### src/hw/rtl/sbci_pkg.sv
// Shared types, codes and constants of the sketch byte command interpreter.
package sbci_pkg;

  localparam int COORD_BITS_DEF = 16;
  localparam int DATA_BITS_DEF  = 32;
  localparam int QUEUE_DEPTH    = 4;

  // Opcodes in the top two bits of a command byte.
  localparam logic [1:0] OP_DX   = 2'd0;
  localparam logic [1:0] OP_DY   = 2'd1;
  localparam logic [1:0] OP_TOOL = 2'd2;
  localparam logic [1:0] OP_DATA = 2'd3;

  // Tool operands.
  localparam logic [5:0] TOP_NONE  = 6'd0;
  localparam logic [5:0] TOP_LINE  = 6'd1;
  localparam logic [5:0] TOP_BLOCK = 6'd2;
  localparam logic [5:0] TOP_COLOR = 6'd3;
  localparam logic [5:0] TOP_LDX   = 6'd4;
  localparam logic [5:0] TOP_LDY   = 6'd5;
  localparam logic [5:0] TOP_SHOW  = 6'd6;
  localparam logic [5:0] TOP_PAUSE = 6'd7;
  localparam logic [5:0] TOP_END   = 6'd8;

  // Pen tools.
  localparam logic [1:0] TOOL_NONE  = 2'd0;
  localparam logic [1:0] TOOL_LINE  = 2'd1;
  localparam logic [1:0] TOOL_BLOCK = 2'd2;

  // Result actions.
  localparam logic [2:0] ACT_LINE  = 3'd0;
  localparam logic [2:0] ACT_BLOCK = 3'd1;
  localparam logic [2:0] ACT_COLOR = 3'd2;
  localparam logic [2:0] ACT_SHOW  = 3'd3;
  localparam logic [2:0] ACT_PAUSE = 3'd4;
  localparam logic [2:0] ACT_END   = 3'd5;

  // Command classes produced by the front end.
  localparam logic [3:0] K_DX    = 4'd0;
  localparam logic [3:0] K_DY    = 4'd1;
  localparam logic [3:0] K_SEL   = 4'd2;
  localparam logic [3:0] K_COLOR = 4'd3;
  localparam logic [3:0] K_LDX   = 4'd4;
  localparam logic [3:0] K_LDY   = 4'd5;
  localparam logic [3:0] K_SHOW  = 4'd6;
  localparam logic [3:0] K_PAUSE = 4'd7;
  localparam logic [3:0] K_END   = 4'd8;
  localparam logic [3:0] K_CLR   = 4'd9;
  localparam logic [3:0] K_DATA  = 4'd10;

  typedef struct packed {
    logic [7:0] cmd_byte;
    logic       new_frame;
  } in_t;

  typedef struct packed {
    logic [2:0]         action;
    logic signed [15:0] from_x;
    logic signed [15:0] from_y;
    logic signed [15:0] to_x;
    logic signed [15:0] to_y;
    logic [31:0]        value;
  } out_t;

  typedef struct packed {
    logic [3:0] kind;
    logic [5:0] operand;
    logic       new_frame;
  } cmd_t;

endpackage

### src/hw/rtl/sbci_front.sv
// Front end: accepts command bytes and classifies them into queue entries.
module sbci_front (
  input  logic          in_valid,
  output logic          in_ready,
  input  sbci_pkg::in_t in_data,
  input  logic          queue_full,
  output logic          push,
  output sbci_pkg::cmd_t push_cmd
);
  import sbci_pkg::*;

  logic [1:0] opcode;
  logic [5:0] raw;

  assign opcode   = in_data.cmd_byte[7:6];
  assign raw      = in_data.cmd_byte[5:0];
  assign in_ready = !queue_full;
  assign push     = in_valid && !queue_full;

  always_comb begin
    push_cmd.operand   = raw;
    push_cmd.new_frame = in_data.new_frame;
    unique case (opcode)
      OP_DX:   push_cmd.kind = K_DX;
      OP_DY:   push_cmd.kind = K_DY;
      OP_DATA: push_cmd.kind = K_DATA;
      default: begin
        unique case (raw)
          TOP_NONE, TOP_LINE, TOP_BLOCK: push_cmd.kind = K_SEL;
          TOP_COLOR: push_cmd.kind = K_COLOR;
          TOP_LDX:   push_cmd.kind = K_LDX;
          TOP_LDY:   push_cmd.kind = K_LDY;
          TOP_SHOW:  push_cmd.kind = K_SHOW;
          TOP_PAUSE: push_cmd.kind = K_PAUSE;
          TOP_END:   push_cmd.kind = K_END;
          default:   push_cmd.kind = K_CLR;
        endcase
      end
    endcase
  end

endmodule

### src/hw/rtl/sbci_queue.sv
// Short command queue between the front end and the back end.
module sbci_queue (
  input  logic           clk,
  input  logic           rst_n,
  input  logic           push,
  input  sbci_pkg::cmd_t push_cmd,
  output logic           full,
  input  logic           pop,
  output logic           pop_valid,
  output sbci_pkg::cmd_t pop_cmd
);
  import sbci_pkg::*;

  localparam int AW = $clog2(QUEUE_DEPTH);
  localparam int CW = $clog2(QUEUE_DEPTH + 1);

  cmd_t          slots_r [QUEUE_DEPTH];
  logic [AW-1:0] wr_ptr_r, wr_ptr_nxt;
  logic [AW-1:0] rd_ptr_r, rd_ptr_nxt;
  logic [CW-1:0] count_r, count_nxt;

  assign full      = (count_r == CW'(QUEUE_DEPTH));
  assign pop_valid = (count_r != '0);
  assign pop_cmd   = slots_r[rd_ptr_r];

  always_comb begin
    wr_ptr_nxt = push ? AW'(wr_ptr_r + 1'b1) : wr_ptr_r;
    rd_ptr_nxt = pop ? AW'(rd_ptr_r + 1'b1) : rd_ptr_r;
    count_nxt  = count_r;
    if (push && !pop) begin
      count_nxt = CW'(count_r + 1'b1);
    end else if (pop && !push) begin
      count_nxt = CW'(count_r - 1'b1);
    end
  end

  always_ff @(posedge clk) begin
    if (!rst_n) begin
      wr_ptr_r <= '0;
      rd_ptr_r <= '0;
      count_r  <= '0;
    end else begin
      wr_ptr_r <= wr_ptr_nxt;
      rd_ptr_r <= rd_ptr_nxt;
      count_r  <= count_nxt;
    end
  end

  always_ff @(posedge clk) begin
    if (push) begin
      slots_r[wr_ptr_r] <= push_cmd;
    end
  end

  a_no_overflow: assert property (@(posedge clk) disable iff (!rst_n)
    push |-> !full) else $error("queue written while full");
  a_no_underflow: assert property (@(posedge clk) disable iff (!rst_n)
    pop |-> pop_valid) else $error("queue read while empty");
  a_count_range: assert property (@(posedge clk) disable iff (!rst_n)
    count_r <= CW'(QUEUE_DEPTH)) else $error("queue count out of range");

endmodule

### src/hw/rtl/sbci_back.sv
// Back end: holds the pen state, executes commands and registers results.
module sbci_back #(
  parameter int COORD_BITS = sbci_pkg::COORD_BITS_DEF,
  parameter int DATA_BITS  = sbci_pkg::DATA_BITS_DEF
) (
  input  logic           clk,
  input  logic           rst_n,
  input  logic           cmd_valid,
  input  sbci_pkg::cmd_t cmd,
  output logic           cmd_pop,
  output logic           out_valid,
  input  logic           out_ready,
  output sbci_pkg::out_t out_data
);
  import sbci_pkg::*;

  logic [COORD_BITS-1:0] pen_x_r, pen_x_nxt;
  logic [COORD_BITS-1:0] pen_y_r, pen_y_nxt;
  logic [COORD_BITS-1:0] tgt_x_r, tgt_x_nxt;
  logic [COORD_BITS-1:0] tgt_y_r, tgt_y_nxt;
  logic [1:0]            tool_r, tool_nxt;
  logic [DATA_BITS-1:0]  acc_r, acc_nxt;
  logic                  fin_r, fin_nxt;
  logic                  out_valid_r;
  out_t                  out_data_r;

  logic                  back_ready;
  logic                  emit;
  out_t                  res;

  assign back_ready = !out_valid_r || out_ready;
  assign cmd_pop    = cmd_valid && back_ready;
  assign out_valid  = out_valid_r;
  assign out_data   = out_data_r;

  always_comb begin
    logic [COORD_BITS-1:0] px, py, tx, ty, addend, ty_new;
    logic signed [COORD_BITS-1:0] s_fx, s_fy, s_tx, s_ty;
    logic [1:0]            tl;
    logic [DATA_BITS-1:0]  acc;
    logic                  fin;

    // A new frame puts everything back to its reset values before the byte.
    px  = cmd.new_frame ? '0 : pen_x_r;
    py  = cmd.new_frame ? '0 : pen_y_r;
    tx  = cmd.new_frame ? '0 : tgt_x_r;
    ty  = cmd.new_frame ? '0 : tgt_y_r;
    tl  = cmd.new_frame ? TOOL_LINE : tool_r;
    acc = cmd.new_frame ? '0 : acc_r;
    fin = cmd.new_frame ? 1'b0 : fin_r;

    addend = {{(COORD_BITS-6){cmd.operand[5]}}, cmd.operand};
    ty_new = COORD_BITS'(ty + addend);
    s_fx   = '0;
    s_fy   = '0;
    s_tx   = '0;
    s_ty   = '0;

    pen_x_nxt = px;
    pen_y_nxt = py;
    tgt_x_nxt = tx;
    tgt_y_nxt = ty;
    tool_nxt  = tl;
    acc_nxt   = acc;
    fin_nxt   = fin;
    emit      = 1'b0;
    res       = '0;

    if (!fin) begin
      unique case (cmd.kind)
        K_DX: tgt_x_nxt = COORD_BITS'(tx + addend);
        K_DY: begin
          tgt_y_nxt = ty_new;
          pen_x_nxt = tx;
          pen_y_nxt = ty_new;
          s_fx      = px;
          s_fy      = py;
          if (tl == TOOL_LINE) begin
            emit       = 1'b1;
            res.action = ACT_LINE;
            s_tx       = tx;
            s_ty       = ty_new;
          end else if (tl == TOOL_BLOCK) begin
            emit       = 1'b1;
            res.action = ACT_BLOCK;
            s_tx       = COORD_BITS'(tx - px);
            s_ty       = COORD_BITS'(ty_new - py);
          end
          res.from_x = 16'(s_fx);
          res.from_y = 16'(s_fy);
          res.to_x   = 16'(s_tx);
          res.to_y   = 16'(s_ty);
          if (!emit) begin
            res = '0;
          end
        end
        K_SEL: begin
          tool_nxt = cmd.operand[1:0];
          acc_nxt  = '0;
        end
        K_COLOR: begin
          emit       = 1'b1;
          res.action = ACT_COLOR;
          res.value  = 32'(acc);
          acc_nxt    = '0;
        end
        K_LDX: begin
          tgt_x_nxt = COORD_BITS'(acc);
          acc_nxt   = '0;
        end
        K_LDY: begin
          tgt_y_nxt = COORD_BITS'(acc);
          acc_nxt   = '0;
        end
        K_SHOW: begin
          emit       = 1'b1;
          res.action = ACT_SHOW;
          acc_nxt    = '0;
        end
        K_PAUSE: begin
          emit       = 1'b1;
          res.action = ACT_PAUSE;
          res.value  = 32'(acc);
          acc_nxt    = '0;
        end
        K_END: begin
          emit       = 1'b1;
          res.action = ACT_END;
          fin_nxt    = 1'b1;
          acc_nxt    = '0;
        end
        K_DATA: acc_nxt = DATA_BITS'({acc, cmd.operand});
        default: acc_nxt = '0;
      endcase
    end
  end

  always_ff @(posedge clk) begin
    if (!rst_n) begin
      pen_x_r     <= '0;
      pen_y_r     <= '0;
      tgt_x_r     <= '0;
      tgt_y_r     <= '0;
      tool_r      <= TOOL_LINE;
      acc_r       <= '0;
      fin_r       <= 1'b0;
      out_valid_r <= 1'b0;
    end else begin
      if (cmd_pop) begin
        pen_x_r <= pen_x_nxt;
        pen_y_r <= pen_y_nxt;
        tgt_x_r <= tgt_x_nxt;
        tgt_y_r <= tgt_y_nxt;
        tool_r  <= tool_nxt;
        acc_r   <= acc_nxt;
        fin_r   <= fin_nxt;
      end
      if (back_ready) begin
        out_valid_r <= cmd_pop && emit;
      end
    end
  end

  always_ff @(posedge clk) begin
    if (cmd_pop && emit) begin
      out_data_r <= res;
    end
  end

  a_tool_legal: assert property (@(posedge clk) disable iff (!rst_n)
    tool_r != 2'd3) else $error("illegal pen tool");
  a_silent_after_end: assert property (@(posedge clk) disable iff (!rst_n)
    cmd_pop && fin_r && !cmd.new_frame |=> !out_valid_r)
    else $error("result after end of stream");
  a_end_sets_fin: assert property (@(posedge clk) disable iff (!rst_n)
    cmd_pop && emit && res.action == ACT_END |=> fin_r)
    else $error("end did not stop the stream");

endmodule

### src/hw/rtl/sketch_byte_command_interpreter.sv
// Top level of the sketch byte command interpreter.
// Takes one command byte per beat and returns at most one drawing or control
// result for it. A byte is accepted every cycle while the four-entry command
// queue has room; the back end retires one queued command per cycle whenever
// its output register is empty or being taken, so the sustained rate is one
// byte per cycle while results are taken, and each result is registered.
// Bytes after an end command give no result until a byte with new_frame set.
module sketch_byte_command_interpreter #(
  parameter int COORD_BITS = sbci_pkg::COORD_BITS_DEF,
  parameter int DATA_BITS  = sbci_pkg::DATA_BITS_DEF
) (
  input  logic           clk,
  input  logic           rst_n,
  input  logic           in_valid,
  output logic           in_ready,
  input  sbci_pkg::in_t  in_data,
  output logic           out_valid,
  input  logic           out_ready,
  output sbci_pkg::out_t out_data
);
  import sbci_pkg::*;

  logic queue_full;
  logic push;
  cmd_t push_cmd;
  logic pop;
  logic pop_valid;
  cmd_t pop_cmd;

  sbci_front u_front (
    .in_valid   (in_valid),
    .in_ready   (in_ready),
    .in_data    (in_data),
    .queue_full (queue_full),
    .push       (push),
    .push_cmd   (push_cmd)
  );

  sbci_queue u_queue (
    .clk       (clk),
    .rst_n     (rst_n),
    .push      (push),
    .push_cmd  (push_cmd),
    .full      (queue_full),
    .pop       (pop),
    .pop_valid (pop_valid),
    .pop_cmd   (pop_cmd)
  );

  sbci_back #(
    .COORD_BITS (COORD_BITS),
    .DATA_BITS  (DATA_BITS)
  ) u_back (
    .clk       (clk),
    .rst_n     (rst_n),
    .cmd_valid (pop_valid),
    .cmd       (pop_cmd),
    .cmd_pop   (pop),
    .out_valid (out_valid),
    .out_ready (out_ready),
    .out_data  (out_data)
  );

endmodule

### config.mk
export PLATFORM = sky130hd
export DESIGN_NAME = sketch_byte_command_interpreter
export DESIGN_NICKNAME = d
export VERILOG_FILES = /design/src/hw/rtl/sbci_pkg.sv /design/src/hw/rtl/sbci_front.sv /design/src/hw/rtl/sbci_queue.sv /design/src/hw/rtl/sbci_back.sv /design/src/hw/rtl/sketch_byte_command_interpreter.sv
export SDC_FILE = /design/constraint.sdc
export NUM_CORES = 1
export LEC_CHECK = 0
export ABC_AREA = 1
export BUFFER_PORTS_ARGS = -buffer_cell sky130_fd_sc_hd__buf_2
export CAP_MARGIN = 20
export CORE_ASPECT_RATIO = 2
export CORE_MARGIN = 2
export CORE_UTILIZATION = 57
export CTS_BUF_LIST = sky130_fd_sc_hd__clkbuf_4
export CTS_CLUSTER_SIZE = 10
export DETAILED_ROUTE_END_ITERATION = 6
export PLACE_DENSITY_LB_ADDON = 0.08
export SLEW_MARGIN = 20
export SYNTH_ARGS = -nofsm -noshare
export SYNTH_HDL_FRONTEND = slang
export SYNTH_HIERARCHICAL = 1
export SYNTH_SLANG_ARGS = --single-unit
### constraint.sdc
create_clock -name clk -period 6 [get_ports clk]
set_clock_uncertainty 0.2 [all_clocks]
set_input_delay 1.2 -clock clk [delete_from_list [all_inputs] [get_ports clk]]
set_output_delay 1.2 -clock clk [all_outputs]
set_load 0.005 [all_outputs]
; Yosys cells after proc, flatten, opt, wreduce, memory -nomap -nowiden
; Memories as Yosys holds them, arrays and structs flattened. A register that Yosys moved wholly into a read port is not among the register bits.
; Cells that the tools add are included.
[word_totals]
register_bits = 206
ram_bits = 44
rom_bits = 64
input_bits = 13
wordCells = 106
mem_count = 2
[op_classes]
n_addsub = 8
n_eq_ne = 14
n_mux = 44
n_bitwise = 2
n_reduce_logical = 19
[mem_list]
columns = memory, depth, word_bits, rd, rd_ports_with_merged_regs, wr, line
row1 = (no name shown), 16, 4, 1, 0, 0, sbci_front.sv:28  ; unique case (raw)
row2 = u_queue.slots_r, 4, 11, 1, 1, 1, sbci_queue.sv:17  ; cmd_t slots_r [QUEUE_DEPTH];
[op_table]
columns = cell, count
row1 = $mux W16, 14
row2 = $pmux W32 S2, 2
row3 = $mux W99, 1
row4 = $mux W32, 2
row5 = $pmux W16 S2, 2
row6 = $add A16 B16 Y16, 2
row7 = $sub A16 B16 Y16, 2
row8 = $eq A4 B3 Y1 const B, 4
row9 = $pmux W3 S5, 1
row10 = $pmux W4 S3, 1
row11 = $mux W1, 11
row12 = $mux W2, 5
row13 = $mux W3, 3
row14 = $eq A4 B2 Y1 const B, 2
row15 = $eq A4 B4 Y1 const B, 2
row16 = $logic_and A1 B1 Y1, 5
row17 = $add A2 B1 Y2 const B, 2
row18 = $eq A2 B1 Y1 const B, 2
row19 = $eq A2 B2 Y1 const B, 2
row20 = $eq A4 B1 Y1 const B, 1
row21 = $logic_not A1 Y1, 4
row22 = $logic_not A2 Y1, 2
row23 = $logic_not A4 Y1, 1
row24 = $mux W4, 1
row25 = other kinds (11), 13

; Logic depth before layout (Yosys ltp)
[logic_depth]
ltp_word = 9
depth_mapped = 30
mapped_depth_nobuf = 26

; By module
; The synthesis kept the hierarchy.
[modules_own_cells]
columns = mod, n_inst, cells_per_inst, area_each_um2
row1 = sbci_back, 1, 1584, 12229.2
row2 = sbci_queue, 1, 166, 2087.0
row3 = sbci_front, 1, 36, 180.2

; Worst setup path before layout
; No wires, ideal clock.
[synth_path]
path_kind = register to register
startpoint = register (tool-made name)
endpoint = register u_back.out_data_r (netlist bit u_back/out_data[0]), enable pin
setup_time_ns = 0.539
arrival_ns = 5.770
required_ns = 5.261
path_slack_ns = -0.510
path_stages_with_launch = 14
n_path_buf = 4
cell_sequence = dfxtp_1 inv_2 buf_6 o21ai_1 o22ai_1 buf_4 buf_2 buf_2 nor2_1 inv_1 ha_1 nor2_1 nor4_1 nor3_2
[synth_lines]
columns = element, line
row1 = "end signal, assigned", sbci_back.sv:166  ; out_data_r <= res;
row2 = "end, declared", sbci_back.sv:25  ; out_t out_data_r;

==> metrics.cfg <==
[timing]
min_period_ns = 4.97
fmax_mhz = 201
setup_viol = 0
slew_headroom = 0.271
timing.final.crit_share = 0.828
finalHoldViolCount = 0
max_slew.worst_pin.slew_ns = 1.09
rsz0062_at_grt = no
setup_slack_ns = 1.03
finalSetupTns_ns = 0
maxSlewViolCount = 0
holdWs_ns = 0.268

[cts]
cts_tree = built
clk_pin_slew_ns = 0.07
cts_hold_buf = 0
cts_made_buffers = 56
clk_root_buffer_cell = clkbuf_4
cts_setup_buffers = 0
clock_latency_ns = 0.75
ctsLongestPathBuffers = 3
cts_num_sinks = 252
post_cts_resized = 0
cts_htree_levels = 2

[worst_setup_path]
crit_type = flop to flop
required_ns = 6.21
worstSetupStartpointType = flop
end_kind = flop
r2r-end = u_back/out_data[47]$_SDFFCE_PP0P_
critical_path.max_fanout = 19
r2r_slack_ns = 1.03
worstRegToRegCells = 24
cp.arrival_ns = 5.18

[synthesis]
synth.avg_cell_area_um2 = 8.12
yosys.area.top_type = edfxtp_1
synthesis.instances = 1786
ys_top_cells_by_area = edfxtp_1 30%, dfxtp_1 15%, nand2_1 7.5%
ys_seq_area_frac = 0.447
synth_top_area_share = 0.296
synth_fp_nets = 1872
yosysUniqueCellTypes = 49
syn_area_um2 = 14500
ys_ff_latch = 252
yosys_warnings = 6

[floorplanning]
die_h_um = 230
core_um2 = 25000
start_util = 0.579
die_w_um = 117
rows = 82
pin_count = 114
fp.dieArea_um2 = 26800

[drt]
drtPass1Iterations = 5
vias = 13000
wirelength_um = 41200
routedWlPerCell_um = 18.1
drtIter0Drc = 859
drcViolationCount = 0
ant_nets = 0
viasPerCell = 5.71

[job]
drv_cap = 0

[worst_hold_path]
hold_depth = 2
hold_end = u_back/acc_r[22]$_SDFFE_PN0P_
hp-start = u_back/acc_r[22]$_SDFFE_PN0P_
hold_class = flop to flop

[global_route]
overflow = 0
antenna_found_initial = 1
grt_max_degree = 101
grt_pass1_vias = 12800
grt_pass1_wl_um = 64600
grt.total_usage = 0.310

[finish]
final_net_count = 1979
final_common_cell = nand2_1
syn_to_final_growth_pct = 10.1
drive_above_1_share = 0.144
layout_common_cells = 287 x nand2_1, 223 x nor2_1, 222 x inv_1

[outcome]
status = finished clean

[place]
post-place-ws_ns = 1.12
io_buffers = 113
gp_congestion = 0.919
place.detailed.hpwl_um = 29000

[cell type report]
class	instances	area, µm²
clock buffers	83	623
fillers	2355	9070
clock inverters	21	83.8
well taps	336	420
repair buffers	139	773
diodes	1	2.50
multi-input cells	1205	6690
inverters	239	897
flip-flops and latches	252	6480
[cells by family (layout without fill, tap and decap cells)]
| logic type | Yosys count | after routing | synth area share |
|---|---|---|---|
| compound gates | 467 | 467 | 0.194 |
| xor+xnor | 16 | 16 | 0.0102 |
| fa+ha+maj | 73 | 73 | 0.0656 |
| buf+inv | 329 | 482 | 0.0945 |
| flops | 252 | 252 | 0.447 |
| other cells | 0 | 1 | 0 |
| simple gates | 649 | 649 | 0.189 |
[flip-flops by register name, summed over array words and instances (netlist names), 2 cells and up, named ones only]
| name | count |
|---|---|
| u_queue/count_r | 3 |
| u_queue/wr_ptr_r | 2 |
| u_back/tgt_x_r | 16 |
| u_back/pen_y_r | 16 |
| u_queue/rd_ptr_r | 2 |
| u_back/out_data | 99 |
| u_back/pen_x_r | 16 |
| u_queue/slots_r | 44 |
| u_back/acc_r | 32 |
| u_back/tgt_y_r | 16 |
| u_back/tool_r | 2 |
[critical path: stages, from the launching register on]
cell     delay [ns]
dfxtp_1        0.60
o21ai_1        0.19
o22ai_4        0.55
buf_4          0.32
inv_2          0.08
nand2_1        0.06
inv_1          0.05
ha_1           0.34
nand2_1        0.11
inv_1          0.05
a21oi_1        0.20
nor2_1         0.06
nor3_1         0.12
o21ai_0        0.12
or2_2          0.30
and2_1         0.17
ha_1           0.32
inv_1          0.09
nor3_1         0.26
and2_1         0.16
a21oi_1        0.08
inv_1          0.06
nand2_1        0.05
nand3_1        0.06
a21oi_1        0.06
[routing by layer]
metal | share of wire | track usage | vias to the layer above
met2 | 0.53 | 0.562 | 429
met1 | 0.34 | 0.314 | 6044
met5 | 0 | 0 | -
li1 | - | - | 6359
met4 | 0.078 | 0.216 | 0
met3 | 0.045 | 0.0453 | 158
[synth_stat cells, drive strengths merged]
cell type  number
o21ai         136
and2            5
nor3           21
nor2          232
edfxtp        143
a211oi         28
xor2           12
o21bai          7
o22ai          15
nand3          74
nor4            2
a21boi          3
a221oi         47
a21o            9
ha             68
o32ai           1
a21oi         172
a31oi          20
nand4           8
clkinv          1
o21a            2
or2             6
clkbuf         39
buf            51
inv           238
xnor2           4
dfxtp         109
nand3b         10
o211ai         27
nand2         290
and3            1
fa              5
[worst max path at each step]
stage	startpoint	end	slack, ns
6_report	flop	u_back/out_data[47]$_SDFFCE_PP0P_	1.03
3_3_place_gp	flop	u_back/out_data[47]$_SDFFCE_PP0P_	1.22
4_1_cts	flop	u_back/out_data[47]$_SDFFCE_PP0P_	1.07
2_1_floorplan	flop	u_back/out_data[0]$_SDFFCE_PP0P_	1.02
5_1_grt	flop	u_back/out_data[47]$_SDFFCE_PP0P_	0.68
3_5_place_dp	flop	u_back/out_data[47]$_SDFFCE_PP0P_	1.12
[per-stage QoR]
step | area, µm² | utilization | cells
6_report | 16000 | 0.638 | 2276
5_1_grt | 16000 | 0.638 | 2276
4_1_cts | 16000 | 0.637 | 2275
3_5_place_dp | 15300 | 0.609 | 2171
3_3_place_gp | 15300 | 0.609 | 2171
2_1_floorplan | 14500 | - | 1786
Power is left out: the tool's default activity adds up to more than one toggle a clock period on the data nets, which glitch-free logic cannot reach.
